### config.mk
export PLATFORM = sky130hd
export DESIGN_NAME = varint_stream_decoder_core
export DESIGN_NICKNAME = d
export VERILOG_FILES = /design/src/rtl/vsd_pkg.sv /design/src/rtl/vsd_in_stage.sv /design/src/rtl/vsd_decode.sv /design/src/rtl/vsd_out_reg.sv /design/src/rtl/varint_stream_decoder_core.sv
export SDC_FILE = /design/constraint.sdc
export NUM_CORES = 1
export LEC_CHECK = 0
export BUFFER_PORTS_ARGS = -buffer_cell sky130_fd_sc_hd__buf_2
export CORE_MARGIN = 3
export CORE_UTILIZATION = 30
export CTS_CLUSTER_SIZE = 8
export DETAILED_ROUTE_END_ITERATION = 16
export SLEW_MARGIN = 20
export SYNTH_ARGS = -nofsm -noshare
export SYNTH_HDL_FRONTEND = slang
export SYNTH_SLANG_ARGS = --single-unit
### constraint.sdc
create_clock -name clk_i -period 7.34 [get_ports clk_i]
set_input_delay 1.101 -clock clk_i [delete_from_list [all_inputs] [get_ports clk_i]]
set_output_delay 1.101 -clock clk_i [all_outputs]
set_load 0.05 [all_outputs]
### src/rtl/vsd_pkg.sv
`timescale 1ns / 1ps
// ----------------------------------------------------------------------------
// vsd_pkg: shared types and constants of the varint stream decoder
// Beat layouts of both channels, status codes and format limits.
// ----------------------------------------------------------------------------
package vsd_pkg;

  // Status codes of a result beat.
  localparam logic [1:0] StatusOk        = 2'd0;
  localparam logic [1:0] StatusTooLong   = 2'd1;
  localparam logic [1:0] StatusTruncated = 2'd2;

  // Byte format.
  localparam int unsigned SignBitIdx = 7;
  localparam int unsigned EndTagIdx  = 0;

  // Largest number of bytes a value may span in each format.
  localparam logic [3:0] SignedMaxBytes   = 4'd10;
  localparam logic [3:0] UnsignedMaxBytes = 4'd9;

  localparam int unsigned ValueWidth   = 64;
  localparam int unsigned PayloadWidth = 7;

  // One serialised byte with its side information.
  typedef struct packed {
    logic [7:0] data_byte;
    logic       signed_mode;
    logic       buffer_last;
  } in_beat_t;

  // One decoded value.
  typedef struct packed {
    logic signed [ValueWidth-1:0] value;
    logic [1:0]                   status;
    logic [3:0]                   byte_count;
  } out_beat_t;

endpackage

### src/rtl/vsd_in_stage.sv
`timescale 1ns / 1ps
// ----------------------------------------------------------------------------
// vsd_in_stage: input register of the decoder
// Holds one accepted byte beat until the decode step consumes it.
// ----------------------------------------------------------------------------
module vsd_in_stage (
  input  logic              clk_i,
  input  logic              rst_ni,
  input  logic              in_valid_i,
  output logic              in_ready_o,
  input  vsd_pkg::in_beat_t in_beat_i,
  input  logic              consume_i,
  output logic              held_valid_o,
  output vsd_pkg::in_beat_t held_beat_o
);

  logic              valid_q;
  logic              valid_d;
  vsd_pkg::in_beat_t beat_q;

  // The register may refill in the same cycle as its content is consumed.
  assign in_ready_o = !valid_q || consume_i;

  always_comb begin
    valid_d = valid_q;
    if (in_ready_o) begin
      valid_d = in_valid_i;
    end
  end

  always_ff @(posedge clk_i or negedge rst_ni) begin
    if (!rst_ni) begin
      valid_q <= 1'b0;
    end else begin
      valid_q <= valid_d;
    end
  end

  // Payload needs no reset.
  always_ff @(posedge clk_i) begin
    if (in_ready_o && in_valid_i) begin
      beat_q <= in_beat_i;
    end
  end

  assign held_valid_o = valid_q;
  assign held_beat_o  = beat_q;

endmodule

### src/rtl/vsd_decode.sv
`timescale 1ns / 1ps
// ----------------------------------------------------------------------------
// vsd_decode: per-byte decode step and value state
// Accumulates seven payload bits per byte (six on a signed first byte) and
// forms a result on the end tag, on the byte limit or at the buffer end.
// ----------------------------------------------------------------------------
module vsd_decode (
  input  logic               clk_i,
  input  logic               rst_ni,
  input  vsd_pkg::in_beat_t  beat_i,
  input  logic               step_i,
  output logic               has_result_o,
  output vsd_pkg::out_beat_t result_o
);

  localparam int unsigned VW = vsd_pkg::ValueWidth;
  localparam int unsigned PW = vsd_pkg::PayloadWidth;

  logic [VW-1:0] acc_q, acc_d;
  logic [3:0]    seen_q, seen_d;
  logic          neg_q, neg_d;
  logic          signed_q, signed_d;

  logic          first;
  logic [PW-1:0] payload;
  logic [VW-1:0] acc_new;
  logic          neg_new;
  logic          signed_new;
  logic [3:0]    count;
  logic [3:0]    limit;
  logic          end_tag;
  logic          too_long;

  // Payload of this byte and the updated accumulator. The shifted value has
  // zero low bits, so inserting the payload is a plain concatenation.
  always_comb begin
    first   = (seen_q == 4'd0);
    payload = beat_i.data_byte[7:1];
    if (first) begin
      signed_new = beat_i.signed_mode;
      if (beat_i.signed_mode) begin
        neg_new = beat_i.data_byte[vsd_pkg::SignBitIdx];
        acc_new = {{(VW-PW+1){1'b0}}, payload[PW-2:0]};
      end else begin
        neg_new = 1'b0;
        acc_new = {{(VW-PW){1'b0}}, payload};
      end
    end else begin
      signed_new = signed_q;
      neg_new    = neg_q;
      acc_new    = {acc_q[VW-PW-1:0], payload};
    end
  end

  assign count    = seen_q + 4'd1;
  assign limit    = signed_new ? vsd_pkg::SignedMaxBytes : vsd_pkg::UnsignedMaxBytes;
  assign end_tag  = beat_i.data_byte[vsd_pkg::EndTagIdx];
  assign too_long = (count >= limit);

  // Result selection: end tag first, then byte limit, then end of buffer.
  always_comb begin
    result_o.byte_count = count;
    result_o.value      = '0;
    result_o.status     = vsd_pkg::StatusOk;
    has_result_o        = 1'b1;
    if (end_tag) begin
      result_o.value = neg_new ? (VW'(0) - acc_new) : acc_new;
    end else if (too_long) begin
      result_o.status = vsd_pkg::StatusTooLong;
    end else if (beat_i.buffer_last) begin
      result_o.status = vsd_pkg::StatusTruncated;
    end else begin
      has_result_o = 1'b0;
    end
  end

  // State update: a result clears the value state, otherwise keep building.
  always_comb begin
    acc_d    = acc_q;
    seen_d   = seen_q;
    neg_d    = neg_q;
    signed_d = signed_q;
    if (step_i) begin
      if (has_result_o) begin
        acc_d    = '0;
        seen_d   = 4'd0;
        neg_d    = 1'b0;
        signed_d = 1'b0;
      end else begin
        acc_d    = acc_new;
        seen_d   = count;
        neg_d    = neg_new;
        signed_d = signed_new;
      end
    end
  end

  always_ff @(posedge clk_i or negedge rst_ni) begin
    if (!rst_ni) begin
      acc_q    <= '0;
      seen_q   <= 4'd0;
      neg_q    <= 1'b0;
      signed_q <= 1'b0;
    end else begin
      acc_q    <= acc_d;
      seen_q   <= seen_d;
      neg_q    <= neg_d;
      signed_q <= signed_d;
    end
  end

endmodule

### src/rtl/vsd_out_reg.sv
`timescale 1ns / 1ps
// ----------------------------------------------------------------------------
// vsd_out_reg: result register of the decoder
// Holds one result beat until the receiver takes it.
// ----------------------------------------------------------------------------
module vsd_out_reg (
  input  logic               clk_i,
  input  logic               rst_ni,
  input  logic               load_i,
  input  vsd_pkg::out_beat_t beat_i,
  output logic               free_o,
  output logic               out_valid_o,
  input  logic               out_ready_i,
  output vsd_pkg::out_beat_t out_beat_o
);

  logic               valid_q;
  logic               valid_d;
  vsd_pkg::out_beat_t beat_q;

  // The slot is free when empty or when its beat leaves this cycle.
  assign free_o = !valid_q || out_ready_i;

  always_comb begin
    valid_d = valid_q;
    if (free_o) begin
      valid_d = load_i;
    end
  end

  always_ff @(posedge clk_i or negedge rst_ni) begin
    if (!rst_ni) begin
      valid_q <= 1'b0;
    end else begin
      valid_q <= valid_d;
    end
  end

  always_ff @(posedge clk_i) begin
    if (free_o && load_i) begin
      beat_q <= beat_i;
    end
  end

  assign out_valid_o = valid_q;
  assign out_beat_o  = beat_q;

endmodule

### src/rtl/varint_stream_decoder_core.sv
`timescale 1ns / 1ps
// ----------------------------------------------------------------------------
// varint_stream_decoder_core: big-endian varint decoder, one byte per beat
// Decodes signed and unsigned variable-length integers from a byte stream.
// ----------------------------------------------------------------------------
// Usage:
//   The input channel (in_valid_i / in_ready_o / in_beat_i) takes one byte
//   per beat with its format bit and an end-of-buffer flag. The output
//   channel (out_valid_o / out_ready_i / out_beat_o) gives one beat per
//   finished value: on the end tag, on reaching the byte limit, or when the
//   buffer ends early. Bytes in the middle of a value produce no beat.
//   A byte is held in the input register, decoded by short logic and written
//   into the result register, which offers the result until it is taken.
//   The block takes one byte every cycle while no result waits for a full
//   result register; throughput is set by the single decode step between
//   the two registers.
//   When the receiver stalls with a result waiting, bytes that produce no
//   result still flow; a byte that produces one waits in the input register
//   and in_ready_o drops until the result register frees.
//   Reset empties both registers and clears the partial value, so the next
//   byte starts a new value.
// ----------------------------------------------------------------------------
module varint_stream_decoder_core (
  input  logic               clk_i,
  input  logic               rst_ni,
  input  logic               in_valid_i,
  output logic               in_ready_o,
  input  vsd_pkg::in_beat_t  in_beat_i,
  output logic               out_valid_o,
  input  logic               out_ready_i,
  output vsd_pkg::out_beat_t out_beat_o
);

  logic               held_valid;
  vsd_pkg::in_beat_t  held_beat;
  logic               has_result;
  vsd_pkg::out_beat_t result;
  logic               out_free;
  logic               step;

  // A held byte advances unless it needs the result register and that is full.
  assign step = held_valid && (!has_result || out_free);

  vsd_in_stage u_in_stage (
    .clk_i        (clk_i),
    .rst_ni       (rst_ni),
    .in_valid_i   (in_valid_i),
    .in_ready_o   (in_ready_o),
    .in_beat_i    (in_beat_i),
    .consume_i    (step),
    .held_valid_o (held_valid),
    .held_beat_o  (held_beat)
  );

  vsd_decode u_decode (
    .clk_i        (clk_i),
    .rst_ni       (rst_ni),
    .beat_i       (held_beat),
    .step_i       (step),
    .has_result_o (has_result),
    .result_o     (result)
  );

  vsd_out_reg u_out_reg (
    .clk_i       (clk_i),
    .rst_ni      (rst_ni),
    .load_i      (step && has_result),
    .beat_i      (result),
    .free_o      (out_free),
    .out_valid_o (out_valid_o),
    .out_ready_i (out_ready_i),
    .out_beat_o  (out_beat_o)
  );

  // Error results always carry a zero value.
  assert property (@(posedge clk_i) disable iff (!rst_ni)
    out_valid_o && (out_beat_o.status != vsd_pkg::StatusOk) |-> (out_beat_o.value == '0))
    else $error("error result with non-zero value");

  // A value spans one to ten bytes.
  assert property (@(posedge clk_i) disable iff (!rst_ni)
    out_valid_o |-> (out_beat_o.byte_count != 4'd0) &&
                    (out_beat_o.byte_count <= vsd_pkg::SignedMaxBytes))
    else $error("byte count out of range");

  // Too long is only reported at one of the two byte limits.
  assert property (@(posedge clk_i) disable iff (!rst_ni)
    out_valid_o && (out_beat_o.status == vsd_pkg::StatusTooLong) |->
      (out_beat_o.byte_count == vsd_pkg::UnsignedMaxBytes) ||
      (out_beat_o.byte_count == vsd_pkg::SignedMaxBytes))
    else $error("too long reported below the byte limit");

  // The input side only stalls while a byte is held and cannot advance.
  assert property (@(posedge clk_i) disable iff (!rst_ni)
    !in_ready_o |-> held_valid && has_result && out_valid_o && !out_ready_i)
    else $error("input stalled without cause");

endmodule

; Word-level counts from Yosys, hierarchy flattened
; Cells that the tools add are included.
[op_classes]
div_mod_pow = 0
add_sub_neg = 2
reduce_logical = 12
bitwise_logic = 0
muxes = 16
n_eq_ne = 0
shift = 0
n_mul = 0
n_lt_le_gt_ge = 1
[op_table]
columns = op, count
row1 = 64-bit two-way mux, 2
row2 = 1-bit by 64-bit subtractor with 64-bit output (first input constant), 1
row3 = 57-bit two-way mux, 1
row4 = 1-bit two-way mux, 9
row5 = 7-bit two-way mux, 1
row6 = 4-bit by 1-bit adder with 4-bit output (second input constant), 1
row7 = 4-bit >= comparator, 1
row8 = 1-bit logical AND, 4
row9 = 4-bit logical NOT, 1
row10 = 2-bit two-way mux, 2
row11 = 4-bit two-way mux, 1
row12 = 1-bit logical NOT, 3
row13 = 1-bit logical OR, 3
row14 = 2-bit OR reduction, 1
[totals]
memories = 0
regBits = 145
romBits = 0
latch_bits = 0
ram_bits = 0

; Logic depth before layout (Yosys ltp)
[logic_depth]
depth_word = 11
depth_mapped = 13

; Cells and area by module
; From an unflattened synthesis, not the netlist that was laid out.
[hier_totals]
cells_unflattened = 774
hier_area_um2 = 7925.1
[modules_own_cells]
columns = mod, area_per_inst_um2, cells_each, instances, seq_area_each_um2
row1 = vsd_decode, 5396.4, 683, 1, 1576.5
row2 = vsd_out_reg, 2155.8, 74, 1, 2127.0
row3 = vsd_in_stage, 354.1, 14, 1, 325.3
row4 = varint_stream_decoder_core, 18.8, 3, 1, 0.0

; Worst setup path before layout
; OpenSTA, ideal clock, no wires.
[synth_timing]
kind = register -> register
startpoint = register u_decode.seen_q[0]
endpoint = register u_out_reg.beat_q, in the netlist u_out_reg.out_beat_o[0] (enable)
t_arrival_ns = 5.037
synth_period_minus_slack_ns = 5.535
n_path_buf = 1
stages_incl_launch_ff = 11
setup_slack_ns = 1.805
t_required_ns = 6.841
setup_time_ns = 0.499
path_cell_list = dfrtp_1 > inv_1 > ha_1 > or3b_1 > buf_2 > mux2i_1 > ha_1 > nor3_1 > a211o_1 > nor3b_1 > nor2_1
[synth_rtl]
columns = item, line_no
row1 = start: declaration, vsd_decode.sv:20  ; logic [3:0] seen_q, seen_d;
row2 = start signal: assignment, vsd_decode.sv:106  ; seen_q <= seen_d;
row3 = end signal: assignment, vsd_out_reg.sv:41  ; beat_q <= beat_i;
row4 = end: declaration, vsd_out_reg.sv:19  ; vsd_pkg::out_beat_t beat_q;

==> metrics <==
clk_skew 0.0114 ns; number of global-route vias before repair between 6000 and 7000; initial DRC count 658; RSZ-0062 raised after global routing no; Post-CTS Hold Fix Bufs 0; design area 8890 µm²; min-delay src u_decode.seen_q[0]; mean post-synth cell area 9.96 µm²; period utilisation layout slightly below 70%; antenna violations before repair 1; dominant cell type by area after synthesis edfxtp_1; Die Ht 165 µm; pin count of the biggest net entering global routing 71; Worst path max stage delay 0.59 ns; CP Cell Sequence inv_1, ha_1, or3b_2, buf_4, mux2i_1, ha_1, nor3_1, a211o_1, nor3b_1, or3_1, buf_2; Reg2Reg Launch Point u_decode.seen_q[0]; WS Path Type flop to primary output; worst-case hold slack roughly 0.53 ns; Worst-path clk slew 0.06 ns; Distinct cells, synth between 60 and 70; initial core utilization just over 30%; row cnt 57; TritonCTS sink count 145; fin. max-slew vios 0; worst path required time 6.24 ns; layout net count 840; Setup crit end kind primary output; R2R setup slack 3.29 ns; Pwr Total 2.28 mW; final hold vios 0; wire length on met3 2.37 mm; Crit Path Max Fanout 70; drt wl/cell 19.8 µm; CTS Buf Count 17; I/O Pins 86; global route overflow 0; count leader, synth nand2_1; synthesized area about 7600 µm²; CTS tree yes; pwr dens 256 nW/µm²; final WL 23.0 mm; status finished clean; Slew @ Worst Pin approximately 1.0 ns; die area 27300 µm²; routability cong. 0.938; die width 165 µm; crit path DAT 3.97 ns; post-layout min period 5.07 ns; total track usage 17.1%; syn nets 783; Worst-Skew Late Latency 0.43 ns; P&R area growth vs syn 16.7%; CORE AREA 24600 µm²; WP buf/inv 3; synthesized instance count 765; max-cap violations 0; commonest cells in the netlist 82 x nand2_1, 80 x edfxtp_1, 69 x nor2_1; EDFF count, synth 80; top_reg_cell synth edfxtp_1; vias 6521; CTS resizes 0; fmax 0.197 GHz; largest delay contributor family on the critical path simple AND/OR/NAND/NOR gates; LEAKAGE 3.57 nW; Slew headroom 29.9%; DP Area between 8000 and 9000 µm²; Setup Viol. Count Final 0; HPWL after DPL 15.0 mm; CP max stage cell buf_4; YS warnings 0; CTS root buffer clkbuf_16; first-pass GRT wire length 35.8 mm; top cells by area, synth edfxtp_1 32%, dfrtp_1 21%, a22o_1 4.6%; number of port buffers 85; CTS Buffer Depth 2; Hold Crit Class flop to flop; VDD IR max 178 µV; length of routed met2 wiring just under 10 mm; Final ANT Viol Nets 0; Yosys reg bits 145; setup_tns 0 ns; Synth top area share around a third; cell repeated most along the worst path ha_1; Worst setup SP type flop; Critical Path Source u_decode.seen_q[0]; layout cells sized above 1 between 10% and 20%; Seq/Total Area, Yosys between 50% and 60%; vias per cell ~5.6; met1 WL 10.4 mm; Synth async-reset ratio between 40 and 50%; Diodes inserted 0; DRC errors left 0; TritonRoute pass-1 iters 5; Setup Buffers After CTS 0; H-tree depth 4; uppermost layer routed met5
## worst paths after layout
| check | end | depth (start not counted) |
|---|---|---|
| min in group asynchronous | u_in_stage.held_valid_o | 2 |
| hold reg to reg | u_decode.seen_q[0] | 1 |
| max in group asynchronous | u_decode.acc_q[39] | 2 |
| setup reg to reg | u_decode.acc_q[44] | 12 |
| hold / removal | u_decode.seen_q[0] | 1 |
| setup / recovery | in_ready_o | 11 |
## per-layer routing
| metal | track usage, % | vias to the layer above |
|---|---|---|
| met1 | 24.5 | 3097 |
| met3 | 4.71 | 34 |
| met2 | 24.4 | 370 |
| met4 | 6.31 | 2 |
| met5 | 0 | - |
| li1 | - | 3018 |
## placed cells by master (no fill, tap or decap), drive strengths merged, types with 6 or more instances in the layout
| cell type | instances |
|---|---|
| nor4 | 34 |
| edfxtp | 80 |
| and3 | 9 |
| nand2 | 82 |
| or3 | 10 |
| a311oi | 7 |
| a211oi | 6 |
| nand2b | 6 |
| a31oi | 8 |
| and2 | 7 |
| o21ai | 56 |
| mux2i | 6 |
| a21oi | 37 |
| nand4 | 9 |
| or4 | 10 |
| nor3 | 23 |
| buf | 98 |
| inv | 18 |
| xnor2 | 8 |
| nor2 | 69 |
| clkbuf | 17 |
| o31ai | 9 |
| dfrtp | 65 |
| xor2 | 22 |
| a22o | 40 |
| nand3 | 27 |
## final cells by class
cell class	count	area (µm²)
fill	2472	15700
clock buffer	17	425
tap	324	405
inverter	11	41.3
sequential	145	4030
multi-input combinational	549	3340
clock inverter	15	125
timing repair buffer	98	523
## report_power, final
part           total [mW]  internal, mW  switching, mW
Sequential          0.959         0.927         0.0312
Clock               0.818         0.441          0.377
Combinational       0.502         0.119          0.383
## stage by stage
stage | utilization [%] | instances | setup slack, ns
after detailed placement | 33.9 | 1127 | 2.73
after global placement | 33.9 | 1127 | 2.85
after floorplan | - | 765 | 1.80
final | 36.1 | 1159 | 2.27
after global routing | 36.1 | 1159 | 2.03
after CTS | 36.1 | 1159 | 2.26
## sequential cells by signal, indices dropped and copies added, names as in the netlist
register and cells:
u_decode.signed_q 1, u_decode.acc_q 57, u_decode.seen_q 4, u_decode.neg_q 1, u_in_stage.held_beat_o 10, u_in_stage.held_valid_o 1
u_out_reg.out_valid_o 1, u_out_reg.out_beat_o 70
## logic make-up after synthesis
kind of cell	share of synthesized area (%)
compound gates	18.7
xor+xnor	3.45
fa+ha+maj	0.657
buf+inv	3.53
flops	52.9
mux	0.936
simple gates	19.8
Power figures use the tool's default switching activity.
